### config.mk
export PLATFORM = sky130hd
export DESIGN_NAME = pedal_motor_drive_controller
export DESIGN_NICKNAME = d
export VERILOG_FILES = /design/src/pmdc_pkg.sv /design/src/pedal_motor_drive_controller.sv /design/src/pmdc_mul.sv /design/src/pmdc_div.sv
export VERILOG_INCLUDE_DIRS = /design/src /design/src/src
export SDC_FILE = /design/constraint.sdc
export NUM_CORES = 1
export LEC_CHECK = 0
export BUFFER_PORTS_ARGS = -buffer_cell sky130_fd_sc_hd__buf_2
export CORE_ASPECT_RATIO = 0.8
export CORE_UTILIZATION = 38
export DETAILED_ROUTE_END_ITERATION = 16
export MAX_ROUTING_LAYER = met4
export PLACE_DENSITY = 0.61
export SKIP_CTS_REPAIR_TIMING = 1
export SYNTH_ARGS = -nofsm -noshare
export SYNTH_HDL_FRONTEND = slang
export SYNTH_HIERARCHICAL = 1
export SYNTH_SLANG_ARGS = --single-unit
### constraint.sdc
create_clock -name clk -period 6.4 [get_ports clk]
set_input_delay 0.64 -clock clk [delete_from_list [all_inputs] [get_ports clk]]
set_output_delay 0.64 -clock clk [all_outputs]
set_load 0.02 [all_outputs]
### src/pedal_motor_drive_controller_defines.svh
// Assertion macros shared by the pedal motor drive controller sources
`ifndef PEDAL_MOTOR_DRIVE_CONTROLLER_DEFINES_SVH
`define PEDAL_MOTOR_DRIVE_CONTROLLER_DEFINES_SVH
`ifndef SYNTHESIS
`define PMDC_ASSERT(name, prop, msg) \
	name: assert property (@(posedge clk) disable iff (!arst_n) prop) else $error(msg);
`define PMDC_ASSERT_NEXT(name, pre, post, msg) \
	name: assert property (@(posedge clk) disable iff (!arst_n) pre |=> post) else $error(msg);
`else
`define PMDC_ASSERT(name, prop, msg)
`define PMDC_ASSERT_NEXT(name, pre, post, msg)
`endif
`endif

### src/pmdc_pkg.sv
// Shared constants, codes and types of the pedal motor drive controller
package pmdc_pkg;

	localparam int LEVEL_BITS = 16;
	localparam int PROD_BITS  = 2 * LEVEL_BITS;
	localparam int CNT_W      = $clog2(LEVEL_BITS);
	localparam logic [CNT_W-1:0] CNT_LAST = CNT_W'(LEVEL_BITS - 1);
	localparam int CFG_IDX_W  = 3;

	localparam logic [LEVEL_BITS-1:0] RST_PEDAL_THRESHOLD   = LEVEL_BITS'(1311);
	localparam logic [LEVEL_BITS-1:0] RST_PEDAL_FULL_SCALE  = LEVEL_BITS'(65535);
	localparam logic [LEVEL_BITS-1:0] RST_CURRENT_SCALE     = LEVEL_BITS'(45219);
	localparam logic [LEVEL_BITS-1:0] RST_SMOOTHING_FACTOR  = LEVEL_BITS'(16384);
	localparam logic [LEVEL_BITS-1:0] RST_REGEN_SCALE       = LEVEL_BITS'(32768);
	localparam logic [LEVEL_BITS-1:0] RST_SWITCHING_CURRENT = LEVEL_BITS'(655);

	typedef enum logic [CFG_IDX_W-1:0] {
		REG_PEDAL_THRESHOLD   = 3'd0,
		REG_PEDAL_FULL_SCALE  = 3'd1,
		REG_CURRENT_SCALE     = 3'd2,
		REG_SMOOTHING_FACTOR  = 3'd3,
		REG_REGEN_SCALE       = 3'd4,
		REG_SWITCHING_CURRENT = 3'd5
	} cfg_reg_e;

	typedef enum logic [1:0] {
		MODE_OFF   = 2'd0,
		MODE_ACCEL = 2'd1,
		MODE_REGEN = 2'd2,
		MODE_MECH  = 2'd3
	} mode_e;

	typedef enum logic [1:0] {
		PH_IDLE      = 2'd0,
		PH_SETTING   = 2'd1,
		PH_RESETTING = 2'd2
	} phase_e;

	typedef enum logic [1:0] {
		VEL_ZERO = 2'd0,
		VEL_FWD  = 2'd1,
		VEL_REV  = 2'd2
	} vel_e;

	// where the new current comes from
	typedef enum logic [1:0] {
		CUR_ZERO  = 2'd0,
		CUR_RAW   = 2'd1,
		CUR_PEDAL = 2'd2,
		CUR_DECAY = 2'd3
	} cur_sel_e;

	typedef enum logic [3:0] {
		ST_IDLE,
		ST_DECIDE,
		ST_PMUL,
		ST_PDIV,
		ST_TGT,
		ST_RMUL,
		ST_SMOOTH,
		ST_SMUL,
		ST_FIN
	} state_e;

	typedef struct packed {
		mode_e                 mode;
		logic                  flag;
		phase_e                phase;
		vel_e                  vel;
		logic                  pulse;
		cur_sel_e              cur_sel;
		logic [LEVEL_BITS-1:0] pedal;
		logic                  use_regen;
		logic                  decay_chk;
	} dec_t;

	typedef struct packed {
		logic                  go;
		logic [LEVEL_BITS-1:0] a;
		logic [LEVEL_BITS-1:0] b;
	} mul_req_t;

	typedef struct packed {
		logic                  go;
		logic [PROD_BITS-1:0]  dividend;
		logic [LEVEL_BITS-1:0] den;
	} div_req_t;

endpackage

### src/pedal_motor_drive_controller.sv
// Pedal motor drive controller top level: mode machine, sequencer and state
// Usage:
//   Input channel (in_valid/in_stall) takes one word per control tick: both
//   pedal levels, direction, brake, reset button and battery permissions.
//   Output channel (out_valid/out_stall) returns one word per tick: motor
//   current, velocity choice, drive mode and reset pulse.
//   Config channel (cfg_valid/cfg_ready) writes the six tuning registers;
//   cfg_ready is always high. Write only while no tick is in flight.
// Timing:
//   One tick is worked at a time. A tick with no current math passes from the
//   decide state straight to the finish state. A pedal tick runs the bit-serial
//   multiplier up to three times and the serial divider at most once; these
//   serial units set how long a pedal tick takes.
// Reset:
//   arst_n clears mode, current, switch flag and reset phase, and loads the
//   register defaults. No clearing pass is needed.
// Stall:
//   A finished word waits in the output register; the next tick is accepted
//   and worked, and commits only once that word has been taken.
`include "pedal_motor_drive_controller_defines.svh"
module pedal_motor_drive_controller
	import pmdc_pkg::*;
(
	input  logic                  clk,
	input  logic                  arst_n,
	input  logic                  in_valid,
	output logic                  in_stall,
	input  logic [LEVEL_BITS-1:0] accel_pedal,
	input  logic [LEVEL_BITS-1:0] regen_pedal,
	input  logic [1:0]            direction_bits,
	input  logic                  brake_line,
	input  logic                  reset_line,
	input  logic                  allow_charge,
	input  logic                  allow_discharge,
	output logic                  out_valid,
	input  logic                  out_stall,
	output logic [LEVEL_BITS-1:0] motor_current,
	output logic [1:0]            velocity_select,
	output logic [1:0]            drive_mode,
	output logic                  send_reset,
	input  logic                  cfg_valid,
	output logic                  cfg_ready,
	input  logic [CFG_IDX_W-1:0]  cfg_index,
	input  logic [LEVEL_BITS-1:0] cfg_data
);

	state_e state_q, state_d;

	// tuning registers
	logic [LEVEL_BITS-1:0] thr_q, full_q, cs_q, sf_q, rs_q, sw_q;

	// controller state
	mode_e                 mode_q;
	logic [LEVEL_BITS-1:0] cur_q;
	logic                  flag_q;
	phase_e                phase_q;
	logic                  last_q;

	// latched input word
	logic [LEVEL_BITS-1:0] accel_q, regen_q;
	logic [1:0]            dir_q;
	logic                  brake_q, rline_q, charge_q, discharge_q;

	// per-tick working registers
	dec_t                  dec, dec_q;
	phase_e                phase_nx;
	logic [LEVEL_BITS-1:0] t_q;
	logic [LEVEL_BITS-1:0] cur_n_q;
	logic                  flag_clr_q;
	logic                  ge_q;

	logic                  out_valid_q;
	logic [LEVEL_BITS-1:0] motor_current_q;
	vel_e                  vel_q;
	mode_e                 mode_out_q;
	logic                  pulse_q;

	logic                  dir_fwd, dir_rev;
	logic                  pedal_on, full_gt;
	logic [LEVEL_BITS-1:0] pedal_top, num, den;
	logic                  t_ge;
	logic [LEVEL_BITS-1:0] sdiff, mstep, smoothed;
	logic                  commit;

	mul_req_t              mul_req;
	logic                  mul_done;
	logic [PROD_BITS-1:0]  mul_prod;
	div_req_t              div_req;
	logic                  div_done;
	logic [LEVEL_BITS-1:0] div_quot;

	pmdc_mul u_mul (
		.clk    (clk),
		.arst_n (arst_n),
		.req    (mul_req),
		.done   (mul_done),
		.prod   (mul_prod)
	);

	pmdc_div u_div (
		.clk    (clk),
		.arst_n (arst_n),
		.req    (div_req),
		.done   (div_done),
		.quot   (div_quot)
	);

	assign dir_fwd = dir_q == 2'd1;
	assign dir_rev = dir_q == 2'd0;

	// mode machine decision for the latched word
	always_comb begin
		dec        = '0;
		dec.mode   = mode_q;
		dec.flag   = flag_q;
		dec.vel    = VEL_ZERO;
		dec.cur_sel = CUR_ZERO;
		phase_nx   = phase_q;
		if (!(dir_fwd || dir_rev)) begin
			dec.cur_sel = CUR_ZERO;
		end else if (phase_q == PH_SETTING) begin
			if (sw_q != '0)
				phase_nx = PH_RESETTING;
		end else if (regen_q > thr_q) begin
			dec.mode = MODE_REGEN;
			dec.flag = flag_q | (mode_q == MODE_ACCEL);
			if (dec.flag) begin
				if (sw_q != '0)
					dec.flag = 1'b0;
			end else if (charge_q) begin
				dec.cur_sel   = CUR_PEDAL;
				dec.pedal     = regen_q;
				dec.use_regen = 1'b1;
			end
		end else if (brake_q) begin
			dec.mode = MODE_MECH;
		end else if (accel_q > thr_q) begin
			dec.mode = MODE_ACCEL;
			dec.flag = flag_q | (mode_q == MODE_REGEN);
			if (dec.flag) begin
				if (accel_q < sw_q) begin
					dec.flag = 1'b0;
				end else begin
					dec.cur_sel = CUR_RAW;
					dec.pedal   = accel_q;
				end
			end else if (discharge_q) begin
				dec.vel     = dir_fwd ? VEL_FWD : VEL_REV;
				dec.cur_sel = CUR_PEDAL;
				dec.pedal   = accel_q;
			end else begin
				dec.mode = MODE_OFF;
			end
		end else begin
			dec.mode = MODE_OFF;
			dec.flag = flag_q | (mode_q == MODE_ACCEL);
			if (dec.flag) begin
				dec.cur_sel   = CUR_DECAY;
				dec.decay_chk = 1'b1;
			end
		end
		// press = falling edge of the active-low button
		if (last_q && !rline_q)
			phase_nx = PH_SETTING;
		dec.pulse = phase_nx == PH_RESETTING;
		dec.phase = (phase_nx == PH_SETTING) ? PH_SETTING : PH_IDLE;
	end

	// pedal to current operands
	assign pedal_on  = dec.pedal > thr_q;
	assign full_gt   = full_q > thr_q;
	assign pedal_top = (dec.pedal < full_q) ? dec.pedal : full_q;
	assign num       = pedal_top - thr_q;
	assign den       = full_q - thr_q;

	// low-pass step
	assign t_ge     = t_q >= cur_q;
	assign sdiff    = t_ge ? (t_q - cur_q) : (cur_q - t_q);
	assign mstep    = mul_prod[PROD_BITS-1:LEVEL_BITS];
	assign smoothed = ge_q ? (cur_q + mstep) : (cur_q - mstep);

	assign commit = (state_q == ST_FIN) && (!out_valid_q || !out_stall);

	always_ff @(posedge clk or negedge arst_n) begin
		if (!arst_n)
			state_q <= ST_IDLE;
		else
			state_q <= state_d;
	end

	always_comb begin
		state_d = state_q;
		mul_req = '0;
		div_req = '0;
		unique case (state_q)
			ST_IDLE: begin
				if (in_valid)
					state_d = ST_DECIDE;
			end
			ST_DECIDE: begin
				unique case (dec.cur_sel)
					CUR_PEDAL: begin
						if (pedal_on && full_gt) begin
							mul_req.go = 1'b1;
							mul_req.a  = num;
							mul_req.b  = cs_q;
							state_d    = ST_PMUL;
						end else begin
							state_d = ST_TGT;
						end
					end
					CUR_DECAY: state_d = ST_SMOOTH;
					CUR_ZERO:  state_d = ST_FIN;
					CUR_RAW:   state_d = ST_FIN;
				endcase
			end
			ST_PMUL: begin
				if (mul_done) begin
					div_req.go       = 1'b1;
					div_req.dividend = mul_prod;
					div_req.den      = den;
					state_d          = ST_PDIV;
				end
			end
			ST_PDIV: begin
				if (div_done)
					state_d = ST_TGT;
			end
			ST_TGT: begin
				if (dec_q.use_regen) begin
					mul_req.go = 1'b1;
					mul_req.a  = t_q;
					mul_req.b  = rs_q;
					state_d    = ST_RMUL;
				end else begin
					state_d = ST_SMOOTH;
				end
			end
			ST_RMUL: begin
				if (mul_done)
					state_d = ST_SMOOTH;
			end
			ST_SMOOTH: begin
				mul_req.go = 1'b1;
				mul_req.a  = sdiff;
				mul_req.b  = sf_q;
				state_d    = ST_SMUL;
			end
			ST_SMUL: begin
				if (mul_done)
					state_d = ST_FIN;
			end
			ST_FIN: begin
				if (!out_valid_q || !out_stall)
					state_d = ST_IDLE;
			end
			default: state_d = ST_IDLE;
		endcase
	end

	// control state, tuning registers and output valid
	always_ff @(posedge clk or negedge arst_n) begin
		if (!arst_n) begin
			thr_q       <= RST_PEDAL_THRESHOLD;
			full_q      <= RST_PEDAL_FULL_SCALE;
			cs_q        <= RST_CURRENT_SCALE;
			sf_q        <= RST_SMOOTHING_FACTOR;
			rs_q        <= RST_REGEN_SCALE;
			sw_q        <= RST_SWITCHING_CURRENT;
			mode_q      <= MODE_OFF;
			cur_q       <= '0;
			flag_q      <= 1'b0;
			phase_q     <= PH_IDLE;
			last_q      <= 1'b1;
			out_valid_q <= 1'b0;
		end else begin
			if (cfg_valid) begin
				unique case (cfg_index)
					REG_PEDAL_THRESHOLD:   thr_q  <= cfg_data;
					REG_PEDAL_FULL_SCALE:  full_q <= cfg_data;
					REG_CURRENT_SCALE:     cs_q   <= cfg_data;
					REG_SMOOTHING_FACTOR:  sf_q   <= cfg_data;
					REG_REGEN_SCALE:       rs_q   <= cfg_data;
					REG_SWITCHING_CURRENT: sw_q   <= cfg_data;
					default: ;
				endcase
			end
			if (commit) begin
				mode_q      <= dec_q.mode;
				cur_q       <= cur_n_q;
				flag_q      <= dec_q.flag & ~flag_clr_q;
				phase_q     <= dec_q.phase;
				last_q      <= rline_q;
				out_valid_q <= 1'b1;
			end else if (out_valid_q && !out_stall) begin
				out_valid_q <= 1'b0;
			end
		end
	end

	// datapath
	always_ff @(posedge clk) begin
		if (state_q == ST_IDLE && in_valid) begin
			accel_q     <= accel_pedal;
			regen_q     <= regen_pedal;
			dir_q       <= direction_bits;
			brake_q     <= brake_line;
			rline_q     <= reset_line;
			charge_q    <= allow_charge;
			discharge_q <= allow_discharge;
		end
		if (state_q == ST_DECIDE) begin
			dec_q      <= dec;
			// pedal pressed with no span: full current scale
			t_q        <= pedal_on ? cs_q : '0;
			cur_n_q    <= (dec.cur_sel == CUR_RAW) ? dec.pedal : '0;
			flag_clr_q <= 1'b0;
		end
		if (state_q == ST_PDIV && div_done)
			t_q <= div_quot;
		if (state_q == ST_RMUL && mul_done)
			t_q <= mul_prod[PROD_BITS-1:LEVEL_BITS];
		if (state_q == ST_SMOOTH)
			ge_q <= t_ge;
		if (state_q == ST_SMUL && mul_done) begin
			// coasting down: switch completes once below switching current
			if (dec_q.decay_chk && smoothed < sw_q) begin
				cur_n_q    <= '0;
				flag_clr_q <= 1'b1;
			end else begin
				cur_n_q <= smoothed;
			end
		end
		if (commit) begin
			motor_current_q <= cur_n_q;
			vel_q           <= dec_q.vel;
			mode_out_q      <= dec_q.mode;
			pulse_q         <= dec_q.pulse;
		end
	end

	assign in_stall        = state_q != ST_IDLE;
	assign cfg_ready       = 1'b1;
	assign out_valid       = out_valid_q;
	assign motor_current   = motor_current_q;
	assign velocity_select = vel_q;
	assign drive_mode      = mode_out_q;
	assign send_reset      = pulse_q;

	`PMDC_ASSERT(a_vel_needs_accel, (out_valid && velocity_select != VEL_ZERO) |-> drive_mode == MODE_ACCEL, "velocity chosen outside accelerate mode")
	`PMDC_ASSERT(a_mech_zero_current, (out_valid && drive_mode == MODE_MECH) |-> motor_current == '0, "current commanded in mechanical brake mode")
	`PMDC_ASSERT(a_pulse_phase_idle, (out_valid && send_reset) |-> phase_q == PH_IDLE, "reset pulse left phase pending")
	`PMDC_ASSERT_NEXT(a_fin_commits, (state_q == ST_FIN && !(out_valid && out_stall)), out_valid && state_q == ST_IDLE, "finished word not committed")

endmodule

### src/pmdc_mul.sv
// Bit-serial shift-add multiplier, one multiplier bit per cycle
module pmdc_mul
	import pmdc_pkg::*;
(
	input  logic                 clk,
	input  logic                 arst_n,
	input  mul_req_t             req,
	output logic                 done,
	output logic [PROD_BITS-1:0] prod
);

	logic                  busy_q;
	logic                  done_q;
	logic [CNT_W-1:0]      cnt_q;
	logic [LEVEL_BITS-1:0] a_q;
	logic [PROD_BITS-1:0]  p_q;
	logic [LEVEL_BITS:0]   sum;

	// low half holds the unused multiplier bits, high half the partial sum
	assign sum = {1'b0, p_q[PROD_BITS-1:LEVEL_BITS]} +
		{1'b0, a_q & {LEVEL_BITS{p_q[0]}}};

	always_ff @(posedge clk or negedge arst_n) begin
		if (!arst_n) begin
			busy_q <= 1'b0;
			done_q <= 1'b0;
			cnt_q  <= '0;
		end else begin
			done_q <= 1'b0;
			if (req.go) begin
				busy_q <= 1'b1;
				cnt_q  <= '0;
			end else if (busy_q) begin
				if (cnt_q == CNT_LAST) begin
					busy_q <= 1'b0;
					done_q <= 1'b1;
				end
				cnt_q <= cnt_q + 1'b1;
			end
		end
	end

	always_ff @(posedge clk) begin
		if (req.go) begin
			a_q <= req.a;
			p_q <= {{LEVEL_BITS{1'b0}}, req.b};
		end else if (busy_q) begin
			p_q <= {sum, p_q[LEVEL_BITS-1:1]};
		end
	end

	assign done = done_q;
	assign prod = p_q;

endmodule

### src/pmdc_div.sv
// Restoring divider, one quotient bit per cycle; quotient must fit LEVEL_BITS
module pmdc_div
	import pmdc_pkg::*;
(
	input  logic                  clk,
	input  logic                  arst_n,
	input  div_req_t              req,
	output logic                  done,
	output logic [LEVEL_BITS-1:0] quot
);

	logic                  busy_q;
	logic                  done_q;
	logic [CNT_W-1:0]      cnt_q;
	logic [LEVEL_BITS-1:0] den_q;
	logic [LEVEL_BITS-1:0] rem_q;
	logic [LEVEL_BITS-1:0] low_q;
	logic [LEVEL_BITS-1:0] quot_q;
	logic [LEVEL_BITS:0]   trial;
	logic [LEVEL_BITS:0]   diff;
	logic                  ge;

	assign trial = {rem_q, low_q[LEVEL_BITS-1]};
	assign ge    = trial >= {1'b0, den_q};
	assign diff  = trial - {1'b0, den_q};

	always_ff @(posedge clk or negedge arst_n) begin
		if (!arst_n) begin
			busy_q <= 1'b0;
			done_q <= 1'b0;
			cnt_q  <= '0;
		end else begin
			done_q <= 1'b0;
			if (req.go) begin
				busy_q <= 1'b1;
				cnt_q  <= '0;
			end else if (busy_q) begin
				if (cnt_q == CNT_LAST) begin
					busy_q <= 1'b0;
					done_q <= 1'b1;
				end
				cnt_q <= cnt_q + 1'b1;
			end
		end
	end

	always_ff @(posedge clk) begin
		if (req.go) begin
			den_q  <= req.den;
			rem_q  <= req.dividend[PROD_BITS-1:LEVEL_BITS];
			low_q  <= req.dividend[LEVEL_BITS-1:0];
			quot_q <= '0;
		end else if (busy_q) begin
			rem_q  <= ge ? diff[LEVEL_BITS-1:0] : trial[LEVEL_BITS-1:0];
			low_q  <= {low_q[LEVEL_BITS-2:0], 1'b0};
			quot_q <= {quot_q[LEVEL_BITS-2:0], ge};
		end
	end

	assign done = done_q;
	assign quot = quot_q;

endmodule
==> results.json <==
{
  "status": "finished with violations",
  "violations": "negative hold slack",
  "row_count": 79,
  "internal_power_uw": 6712,
  "power.leakage_uw": 0.01126,
  "synth_area_mm2": 0.02231,
  "dp_hpwl_mm": 56.11,
  "drc_errors": 0,
  "synth-edff-count": 181,
  "ios": 86,
  "rsz0062_at_grt": "true",
  "die-height_um": 218.7,
  "max_stage_delay_ps": 540,
  "crit_path_start_kind": "register",
  "grt_pass1_vias": 17640,
  "htree_levels": 2,
  "layout-drive-gt1-share_pct": 23.13,
  "ant_nets": 0,
  "hold_class": "in -> async",
  "rr_startpoint": "thr_q[1]",
  "io_buffers": 84,
  "grt_max_degree": 62,
  "final_cells": 3221,
  "power_uw": 11560,
  "worstPathArrival_ps": 6690,
  "async_flop_share_pct": 38.51,
  "cp_max_fo": 5,
  "p_per_area_mw_per_mm2": 437.8,
  "yosysSeqAreaShare_pct": 42.56,
  "critPathLaunch": "thr_q[1]",
  "die_w_um": 272.9,
  "setup_ws_ps": 24.78,
  "fin_crit_sh_pct": 99.61,
  "cts_buffers": 39,
  "hold_viol_final": 1,
  "yosysWarnings": 6,
  "vias_per_cell": 5.648,
  "syn_nets": 2492,
  "finalClockSkew_ps": 22.82,
  "first_pass_iters": 6,
  "multi_input_area_mm2": 0.01232,
  "drt-total-wl_mm": 72.14,
  "setup_viol": 0,
  "cts_tree": "yes",
  "syn_inst": 2219,
  "p_clk_share_pct": 20.7,
  "seqCellArea_mm2": 0.009498,
  "cts-root-buf": "clkbuf_16",
  "avgSynthCellArea_um2": 10.06,
  "slew_viol_final": 0,
  "clock_latency_ps": 590,
  "worstMarginPinSlew_ps": 1011,
  "hold_ws_ps": -0.1077,
  "finalNetCount": 2693,
  "pwr-share-comb_pct": 48.7,
  "ys_seq_elements": 348,
  "crit_path_top_delay_cell": "dfstp_2",
  "relSlewSlack_pct": 32.23,
  "clk_pin_slew_ps": 60,
  "track_usage_pct": 24.80,
  "ys.flop_type": "edfxtp_1",
  "dr_total_vias": 18190,
  "drv_cap": 0,
  "start_util_pct": 38.39,
  "dpl_worst_slack_ps": -196.7,
  "finalCriticalPeriod_ps": 6375,
  "switching_share_pct": 41.92,
  "antenna_found_initial": 0,
  "drtIter0Drc": 1678,
  "end_kind": "register",
  "critPathRequiredTime_ps": 6720,
  "gr-total-overflow": 0,
  "clock_path_buffers": 3,
  "final_util_pct": 45.41,
  "coreArea_mm2": 0.05812,
  "grt_pass1_wl_mm": 107.7,
  "cts.sinks": 348,
  "path_class": "reg -> reg",
  "detail_route.wl_per_cell_um": 22.40,
  "vdd_drop_max_mv": 0.3060,
  "place_inst": 3135,
  "areaGrowthSynthToFinish_pct": 18.29,
  "max_freq_ghz": 0.1569,
  "gp_congestion": 0.9573,
  "synth_cell_types": 98,
  "fillerInstances": 5494,
  "p_switching_uw": 4844,
  "die_area_mm2": 0.05970,
  "p_seq_share_pct": 30.6
}
[registers in the layout (all words and copies together), names as in the netlist, 4 cells and up]
name / count
regen_q: 16
dec_q: 9
u_div/rem_q: 16
cs_q: 16
u_div/cnt_q: 4
u_div/quot: 16
cur_q: 16
sw_q: 16
thr_q: 16
u_mul/cnt_q: 4
motor_current: 16
rs_q: 16
t_q: 16
state_q: 4
u_mul/prod: 32
u_div/den_q: 16
u_mul/a_q: 16
full_q: 16
accel_q: 16
cur_n_q: 16
sf_q: 16
u_div/low_q: 16
[per-layer routing]
| layer | vias up | track usage [%] | share of wire [%] | wire (µm) |
|---|---|---|---|---|
| met5 | - | - | 0 | 0 |
| met1 | 8964 | 35.23 | 47 | 34130 |
| li1 | 8471 | - | - | - |
| met2 | 661 | 34.60 | 41 | 29900 |
| met4 | 0 | 6.404 | 2.3 | 1642 |
| met3 | 97 | 6.406 | 9.0 | 6463 |
[worst paths after layout]
kind	end	slack, ps	cells after the start
setup / recovery	u_mul/a_q[13]	20	29
hold / removal	state_q[3]	-0.1	1
setup reg to reg	u_mul/a_q[13]	20	29
hold reg to reg	velocity_select[0]	420	0
max in group asynchronous	sf_q[13]	5210	2
min in group clk	dir_q[1]	230	1
[logic make-up (layout without fill, tap and decap cells)]
family | after synthesis | after routing | synth area share (%)
flip-flops | 348 | 348 | 42.56
multiplexers | 148 | 148 | 7.256
AND/OR/NAND/NOR | 627 | 627 | 13.87
XOR/XNOR | 85 | 85 | 3.398
buffers and inverters | 244 | 476 | 4.318
AO/OA/AOI/OAI | 555 | 555 | 16.51
adder cells (fa/ha/maj) | 211 | 211 | 12.07
other | 1 | 2 | 0.01681
[cells in the final DEF, fill, tap and decap left out, types with 20 or more instances in the layout]
cell / count
inv_1: 150
nand3_1: 33
o21ai_1: 32
xnor2_1: 49
nand4_1: 30
and2_1: 55
ha_1: 189
mux2i_1: 38
o21ai_0: 138
nand2b_1: 20
clkbuf_16: 40
dfrtp_1: 95
a22o_1: 25
buf_4: 153
a21oi_1: 113
nor2b_1: 20
dfstp_2: 39
o31ai_1: 23
a21o_1: 46
nor2_1: 144
nor3_1: 40
mux2_2: 110
nand2_1: 192
edfxtp_1: 181
a22oi_1: 26
buf_2: 84
dfxtp_1: 33
xor2_1: 35
[synthesized netlist by cell type (all sizes together), types with 10 or more instances]
library cell | number | share of area [%]
nor2 | 146 | 2.5
nor3 | 42 | 0.94
xor2 | 35 | 1.4
nand2 | 197 | 3.3
nor2b | 22 | 0.62
nand3 | 35 | 0.81
a211oi | 16 | 0.62
edfxtp | 181 | 24
and3 | 15 | 0.42
xnor2 | 49 | 1.9
dfxtp | 33 | 3.0
a31oi | 11 | 0.47
nand4 | 30 | 0.84
mux2i | 38 | 1.7
nor4 | 14 | 0.52
o211ai | 13 | 0.44
mux2 | 110 | 5.6
o31ai | 23 | 0.77
ha | 204 | 11
nand2b | 20 | 0.56
dfstp | 39 | 4.6
a21oi | 120 | 2.7
and2 | 55 | 1.5
dfrtp | 95 | 11
a22oi | 27 | 0.93
a21o | 47 | 1.6
o21a | 10 | 0.34
inv | 159 | 2.7
o21ai | 173 | 3.9
clkbuf | 71 | 1.2
buf | 13 | 0.43
a22o | 34 | 1.3
[power groups by stage]
stage | logic (µW) | clock network, µW | registers (µW)
floorplan | 3700 | 0 | 3340
global route | 6170 | 2520 | 3600
finish | 5630 | 2390 | 3540
detailed placement | 5350 | 0 | 3570
CTS | 5400 | 2430 | 3530
global placement | 5280 | 0 | 3550
[area by class of cell]
type                       instances  area share (%)
antenna                            1        0.009480
clock buffer                      43           3.792
clock inverter                    29           1.304
inverter                         160           2.290
multi-input combinational       1627           46.67
sequential                       348           35.98
tap                              769           3.645
timing repair buffer             244           6.309
[stage by stage]
step	TNS [ps]	instance area (µm²)
5_1_grt	-415.2	26390
3_3_place_gp	-259.6	24540
2_1_floorplan	0	22380
4_1_cts	-1216	25890
6_report	0	26400
3_5_place_dp	-955.2	24540
[worst max-delay path, delay by kind of cell (launching register included)]
kind / cells / cell delay [ps]
adder cells (fa/ha/maj): 3 / 680
flip-flops: 1 / 540
buffers and inverters: 4 / 530
AO/OA/AOI/OAI: 17 / 3910
AND/OR/NAND/NOR: 4 / 360
XOR/XNOR: 1 / 50
(Power assumes the default switching activity.)
